[config.mk]
export PLATFORM = sky130hd
export DESIGN_NAME = button_debounce_hold_levels_core
export DESIGN_NICKNAME = d
export VERILOG_FILES = /design/src/rtl/bdhl_pkg.sv /design/src/rtl/bdhl_hold_sel.sv /design/src/rtl/button_debounce_hold_levels_core.sv
export SDC_FILE = /design/constraint.sdc
export NUM_CORES = 1
export LEC_CHECK = 0
export BUFFER_PORTS_ARGS = -buffer_cell sky130_fd_sc_hd__buf_4
export CAP_MARGIN = 15
export CELL_PAD_IN_SITES_DETAIL_PLACEMENT = 0
export CELL_PAD_IN_SITES_GLOBAL_PLACEMENT = 1
export CORE_ASPECT_RATIO = 0.7
export CORE_MARGIN = 3
export CORE_UTILIZATION = 48
export CTS_CLUSTER_SIZE = 16
export DETAILED_ROUTE_END_ITERATION = 16
export PLACE_DENSITY = 0.87
export SLEW_MARGIN = 20
export SYNTH_ARGS = -nofsm -noshare
export SYNTH_HDL_FRONTEND = slang
export SYNTH_SLANG_ARGS = --single-unit
[constraint.sdc]
create_clock -name clk -period 4.6 [get_ports clk]
set_clock_uncertainty 0.15 [all_clocks]
set_input_delay 0.69 -clock clk [delete_from_list [all_inputs] [get_ports clk]]
set_output_delay 0.69 -clock clk [all_outputs]
set_load 0.01 [all_outputs]
[src/rtl/bdhl_pkg.sv]
// shared types and constants of the button debounce hold-level core
package bdhl_pkg;

	localparam int unsigned CFG_W     = 16;
	localparam int unsigned CFG_IDX_W = 3;
	localparam int unsigned LEVELS    = 4;
	localparam int unsigned EV_W      = 3;

	localparam logic [CFG_IDX_W-1:0] REG_DEBOUNCE = 3'd0;
	localparam logic [CFG_IDX_W-1:0] REG_HOLD1    = 3'd1;
	localparam logic [CFG_IDX_W-1:0] REG_HOLD2    = 3'd2;
	localparam logic [CFG_IDX_W-1:0] REG_HOLD3    = 3'd3;
	localparam logic [CFG_IDX_W-1:0] REG_HOLD4    = 3'd4;

	localparam logic [CFG_W-1:0] RST_DEBOUNCE = 16'd30;
	localparam logic [CFG_W-1:0] RST_HOLD1    = 16'd5000;
	localparam logic [CFG_W-1:0] RST_HOLD2    = 16'd15000;
	localparam logic [CFG_W-1:0] RST_HOLD3    = 16'd30000;
	localparam logic [CFG_W-1:0] RST_HOLD4    = 16'd60000;

	localparam logic [EV_W-1:0] EV_IDLE     = 3'd0;
	localparam logic [EV_W-1:0] EV_PRESSED  = 3'd1;
	localparam logic [EV_W-1:0] EV_RELEASED = 3'd2;
	localparam logic [EV_W-1:0] EV_HELD     = 3'd3;
	localparam logic [EV_W-1:0] EV_LEVEL1   = 3'd4;

	typedef logic [CFG_W-1:0] thr_t;

	typedef struct packed {
		logic       fire;
		logic [1:0] level;
	} hold_hit_t;

endpackage

[src/rtl/bdhl_hold_sel.sv]
// hold-level selection: highest due level that has not fired yet
module bdhl_hold_sel import bdhl_pkg::*; #(
	parameter int unsigned TIMER_WIDTH = 16
) (
	input  logic [TIMER_WIDTH-1:0] elapsed,
	input  thr_t [LEVELS-1:0]      thr,
	input  logic [LEVELS-1:0]      flags,
	output hold_hit_t              hit
);

	localparam int unsigned CMP_W = (TIMER_WIDTH > CFG_W) ? TIMER_WIDTH : CFG_W;

	logic [CMP_W-1:0]  t_ext;
	logic [LEVELS-1:0] due;

	assign t_ext = CMP_W'(elapsed);

	always_comb begin
		for (int k = 0; k < LEVELS; k++) begin
			due[k] = (t_ext >= CMP_W'(thr[k])) && !flags[k];
		end
	end

	always_comb begin
		hit = '0;
		priority if (due[3]) begin
			hit = '{fire: 1'b1, level: 2'd3};
		end else if (due[2]) begin
			hit = '{fire: 1'b1, level: 2'd2};
		end else if (due[1]) begin
			hit = '{fire: 1'b1, level: 2'd1};
		end else if (due[0]) begin
			hit = '{fire: 1'b1, level: 2'd0};
		end else begin
			hit = '0;
		end
	end

endmodule

[src/rtl/button_debounce_hold_levels_core.sv]
// top level: button debounce with four hold levels, one event per tick
// output: an event is registered and appears on the master side in the cycle after its tick transaction
// throughput: one tick per cycle while the master side takes events; the state update and event decode
// are combinational between the state registers and the output register
// reset: asynchronous, active low; registers other than the event code return to their defaults, timer running at zero
// the output register holds a finished event while the next tick is already being taken
module button_debounce_hold_levels_core import bdhl_pkg::*; #(
	parameter int unsigned TIMER_WIDTH = 16
) (
	input  logic                 clk,
	input  logic                 arst_n,
	input  logic                 cfg_we,
	input  logic [CFG_IDX_W-1:0] cfg_index,
	input  logic [CFG_W-1:0]     cfg_data,
	input  logic                 s_tvalid,
	output logic                 s_tready,
	input  logic [7:0]           s_tdata,   // [0] pin_level
	output logic                 m_tvalid,
	input  logic                 m_tready,
	output logic [7:0]           m_tdata    // [2:0] event_code
);

	localparam logic [TIMER_WIDTH-1:0] TIMER_MAX = {TIMER_WIDTH{1'b1}};

	thr_t                    debounce_q;
	thr_t [LEVELS-1:0]       hold_thr_q;
	logic                    pressed_q;
	logic [LEVELS-1:0]       hold_flags_q;
	logic [TIMER_WIDTH-1:0]  elapsed_q;
	logic                    running_q;
	logic                    out_valid_q;
	logic [EV_W-1:0]         out_code_q;

	logic                    s_accept;
	logic                    level;
	logic                    db_met;
	hold_hit_t               hit;
	logic                    pressed_d;
	logic [LEVELS-1:0]       hold_flags_d;
	logic [TIMER_WIDTH-1:0]  elapsed_mid;
	logic [TIMER_WIDTH-1:0]  elapsed_d;
	logic                    running_d;
	logic [EV_W-1:0]         ev;

	localparam int unsigned CMP_W = (TIMER_WIDTH > CFG_W) ? TIMER_WIDTH : CFG_W;

	assign s_tready = !out_valid_q || m_tready;
	assign s_accept = s_tvalid && s_tready;
	assign level    = s_tdata[0];
	assign db_met   = CMP_W'(elapsed_q) >= CMP_W'(debounce_q);

	assign m_tvalid = out_valid_q;
	assign m_tdata  = {{(8 - EV_W){1'b0}}, out_code_q};

	bdhl_hold_sel #(
		.TIMER_WIDTH(TIMER_WIDTH)
	) u_hold_sel (
		.elapsed(elapsed_q),
		.thr    (hold_thr_q),
		.flags  (hold_flags_q),
		.hit    (hit)
	);

	always_comb begin
		pressed_d    = pressed_q;
		hold_flags_d = hold_flags_q;
		elapsed_mid  = elapsed_q;
		running_d    = running_q;
		ev           = EV_IDLE;
		if (!pressed_q) begin
			if (level) begin
				running_d = 1'b1;
				if (db_met) begin
					pressed_d   = 1'b1;
					ev          = EV_PRESSED;
					elapsed_mid = '0;
				end
			end else begin
				running_d   = 1'b0;
				elapsed_mid = '0;
			end
		end else if (!level) begin
			running_d = 1'b1;
			if (db_met) begin
				pressed_d    = 1'b0;
				ev           = EV_RELEASED;
				hold_flags_d = '0;
				running_d    = 1'b0;
				elapsed_mid  = '0;
			end
		end else begin
			ev = EV_HELD;
			if (hit.fire) begin
				hold_flags_d[hit.level] = 1'b1;
				ev = {1'b1, hit.level};
			end
		end
		if (running_d && (elapsed_mid != TIMER_MAX)) begin
			elapsed_d = elapsed_mid + TIMER_WIDTH'(1);
		end else begin
			elapsed_d = elapsed_mid;
		end
	end

	// configuration registers
	always_ff @(posedge clk or negedge arst_n) begin
		if (!arst_n) begin
			debounce_q    <= RST_DEBOUNCE;
			hold_thr_q[0] <= RST_HOLD1;
			hold_thr_q[1] <= RST_HOLD2;
			hold_thr_q[2] <= RST_HOLD3;
			hold_thr_q[3] <= RST_HOLD4;
		end else if (cfg_we) begin
			unique case (cfg_index)
				REG_DEBOUNCE: debounce_q    <= cfg_data;
				REG_HOLD1:    hold_thr_q[0] <= cfg_data;
				REG_HOLD2:    hold_thr_q[1] <= cfg_data;
				REG_HOLD3:    hold_thr_q[2] <= cfg_data;
				REG_HOLD4:    hold_thr_q[3] <= cfg_data;
				default: begin
				end
			endcase
		end
	end

	// tick state
	always_ff @(posedge clk or negedge arst_n) begin
		if (!arst_n) begin
			pressed_q    <= 1'b0;
			hold_flags_q <= '0;
			elapsed_q    <= '0;
			running_q    <= 1'b1;
		end else if (s_accept) begin
			pressed_q    <= pressed_d;
			hold_flags_q <= hold_flags_d;
			elapsed_q    <= elapsed_d;
			running_q    <= running_d;
		end
	end

	// output register
	always_ff @(posedge clk or negedge arst_n) begin
		if (!arst_n) begin
			out_valid_q <= 1'b0;
		end else if (s_tready) begin
			out_valid_q <= s_accept;
		end
	end

	always_ff @(posedge clk) begin
		if (s_accept) begin
			out_code_q <= ev;
		end
	end

`ifndef SYNTHESIS
	a_flags_need_press: assert property (@(posedge clk) disable iff (!arst_n)
		!pressed_q |-> (hold_flags_q == '0))
		else $error("hold flags set while not pressed");

	a_stopped_timer_zero: assert property (@(posedge clk) disable iff (!arst_n)
		!running_q |-> (elapsed_q == '0))
		else $error("stopped timer not at zero");

	a_press_restarts: assert property (@(posedge clk) disable iff (!arst_n)
		(s_accept && (ev == EV_PRESSED)) |=>
		(pressed_q && running_q && (elapsed_q == TIMER_WIDTH'(1))))
		else $error("press did not restart timer");

	a_release_clears: assert property (@(posedge clk) disable iff (!arst_n)
		(s_accept && (ev == EV_RELEASED)) |=>
		(!pressed_q && !running_q && (hold_flags_q == '0) && m_tvalid))
		else $error("release did not clear state");
`endif

endmodule

==> results_dict.tcl <==
set metrics [dict create \
    antenna_found_initial 0 \
    p_seq_share_pct 48.0 \
    p_leak_nw 3.46 \
    firstDrtPassIters 5 \
    cts_max_level 3 \
    min-delay-path-class "primary input to async pin" \
    clkSlewWorstSetupHoldPaths_ns 0.07 \
    drive_gt1_share_pct 16.5 \
    cap_viol_max_count 0 \
    vias 4904 \
    powerDensity_nw_per_um2 355 \
    synth_area_leaders "dfrtp_1, ha_1, dfstp_2" \
    worstMarginPinSlew_ns 0.912 \
    place_hpwl_mm 11.6 \
    synthDistinctLibCells 55 \
    clk_latency_ns 0.35 \
    r2r_cells 15 \
    nets 817 \
    core_um2 12700 \
    tns_ns 0 \
    numCtsBuffers 9 \
    vdd_ir_drop_max_mv 0.204 \
    fin_crit_sh_pct 91.0 \
    drc_errors 0 \
    grt_max_degree 71 \
    placed_cell_area_um2 6810 \
    internal-power_mw 1.75 \
    post_cts_buffers 0 \
    setup.worst_path.class "flip-flop to flip-flop" \
    grt_pass1_wl_mm 24.8 \
    drt_iter0_drc 340 \
    vias_per_cell 5.63 \
    placementRows 34 \
    root_buffer "clkbuf_16" \
    design_area_um2 7090 \
    io_buffers 29 \
    cts_resized 0 \
    grtUsageTotal_pct 21.6 \
    yosysWarnings 0 \
    syn_area_per_cell_um2 9.50 \
    syn_area_um2 6390 \
    synth_seq_cells 106 \
    dp_cells 855 \
    cp.required_ns 4.69 \
    initial_core_util_pct 50.3 \
    cts_buffer_depth 2 \
    max_slew_margin_pct 39.2 \
    start_kind "flip-flop" \
    fin_cells 871 \
    clock-sinks 106 \
    setup_viol 0 \
    diodes 0 \
    cp_data_arrival_time_ns 4.27 \
    ios 42 \
    die_area_um2 14800 \
    critPathMaxFanout 10 \
    cts_tree "built" \
    finalWeightedCongestion 0.865 \
    final.min_clock_period_ns 4.19 \
    swShare_pct 30.6 \
    async_reset_ff_share_pct 97.2 \
    synth_edf_count 3 \
    synth-seq-area-share_pct 42.3 \
    fmax_mhz 239 \
    routedWlPerCell_um 17.2 \
    synth_cells 673 \
    fp.dieW_um 144 \
    yosys.area.top_type_share_pct 28.2 \
    die_h_um 103 \
    rsz0062_at_grt "no" \
    cp-end-kind "flip-flop" \
    p_clk_share_pct 29.1 \
    synth_top_flop_cell "dfrtp_1" \
    first_global_vias 4932 \
    status "finished clean" \
    wirelength_mm 14.9 \
    postRouteAntennaNets 0 \
    final-hold-violation-count 0 \
    yosysTopAreaCell "dfrtp_1" \
    switchingPower_mw 0.768 \
    overflow 0 \
    holdBufCountCts 0 \
    power_frac_comb_pct 22.9 \
    areaGrowthSynthToFinish_pct 10.9 \
    drv_slew 0 \
    fillerInstances 1108 \
]
==> metal layers <==
| layer | track usage [%] | part of all wire (%) |
|---|---|---|
| met1 | 32.8 | 52 |
| met2 | 32.3 | 43 |
| met3 | 3.71 | 4.6 |
| met4 | 4.92 | 0.90 |
| met5 | 0 | 0 |
==> layout make-up <==
class                   instances  area, um2  area share (%)
multi-input cells             460       3270            46.2
flip-flops and latches        106       2710            38.2
inverters                      87        327            4.61
repair buffers                 40        300            4.24
clock buffers                   9        225            3.18
well taps                     162        203            2.86
clock inverters                 7       53.8           0.759
==> cell families after synthesis <==
logic type	after synthesis	share of synthesized area, %
AO/OA/AOI/OAI	186	17.6
XOR/XNOR	12	1.64
adder cells (fa/ha/maj)	82	16.0
buffers and inverters	111	6.91
flip-flops	106	42.3
multiplexers	21	3.68
other	1	0.0587
AND/OR/NAND/NOR	154	11.7
==> Yosys cell counts, types with 9 or more instances <==
cell type   n
a21o_1     22
a21oi_1    30
ha_1       81
nand3_1    10
dfrtp_1    72
mux2_2     20
inv_1      87
xor2_1      9
o21ai_1     9
a211oi_1   11
clkbuf_1   16
nand2_1    78
o21ai_0    85
nor2_1     13
nand4_1    18
dfstp_2    31
==> per-stage QoR <==
| step | setup slack [ns] | util [%] | hold slack, ns | power [mW] |
|---|---|---|---|---|
| final | 0.414 | 55.7 | 0.302 | 2.51 |
| after global routing | 0.135 | 55.7 | 0.373 | 2.68 |
| after CTS | 0.463 | 55.7 | 0.349 | 2.54 |
| after detailed placement | 0.504 | 53.5 | 0.332 | 1.80 |
| after global placement | 0.576 | 53.5 | 0.327 | 1.76 |
| after floorplan | 0.667 | - | 0.244 | 1.61 |
==> flip-flops by register name, summed over array words and instances, names as in the netlist, named ones only <==
signal and cells:
out_code_q 3, m_tvalid 1, elapsed_q 16, running_q 1
debounce_q 16, hold_thr_q 64, hold_flags_q 4
==> worst paths after layout <==
path                                                  start                     endpoint  slack [ns]
worst min register to register  hold_flags_q[2]$_DFFE_PN0P_  hold_flags_q[2]$_DFFE_PN0P_        0.35
worst max-delay path              elapsed_q[10]$_DFFE_PN0P_     elapsed_q[1]$_DFFE_PN0P_        0.41
max in group asynchronous                            arst_n   hold_thr_q[46]$_DFFE_PN1P_        2.99
worst max register to register    elapsed_q[10]$_DFFE_PN0P_     elapsed_q[1]$_DFFE_PN0P_        0.41
min in group clk                hold_flags_q[2]$_DFFE_PN0P_  hold_flags_q[2]$_DFFE_PN0P_        0.35
worst min-delay path                                 arst_n   hold_thr_q[52]$_DFFE_PN0P_        0.30
==> power by group through the flow <==
stage          Combinational (mW)  Sequential [mW]  Clock (mW)
6_report                    0.575             1.21       0.732
3_5_place_dp                0.574             1.23           0
4_1_cts                     0.578             1.21       0.751
3_3_place_gp                0.542             1.22           0
2_1_floorplan               0.406             1.20           0
5_1_grt                     0.668             1.23       0.789
==> cells in the final DEF (no fill, tap or decap), types with 5 or more instances in the layout <==
master	instances
a211oi_1	11
inv_1	87
o21ai_0	85
and2_1	7
nor2_1	11
nand2b_1	8
a21o_1	22
dfstp_2	31
dfrtp_1	72
o21ai_1	9
a21oi_1	30
conb_1	5
and3_1	7
buf_4	40
nand4_1	18
ha_1	81
mux2_2	20
xor2_1	9
clkbuf_16	9
nand2_1	78
nand3_1	10
==> worst max-delay path, stage by stage, from the launching register on <==
cell and delay, ns:
dfrtp_1 0.62, ha_1 0.32, and2_1 0.17, a221o_1 0.36, a21oi_1 0.30, o21a_1 0.24, maj3_2 0.24, and2_1 0.13
ha_1 0.19, nand2_1 0.09, nor3_1 0.26, nand4_1 0.19, nand4_1 0.14, a2bb2oi_1 0.20, a21oi_1 0.16, a22o_1 0.28
(Power assumes the default switching activity.)
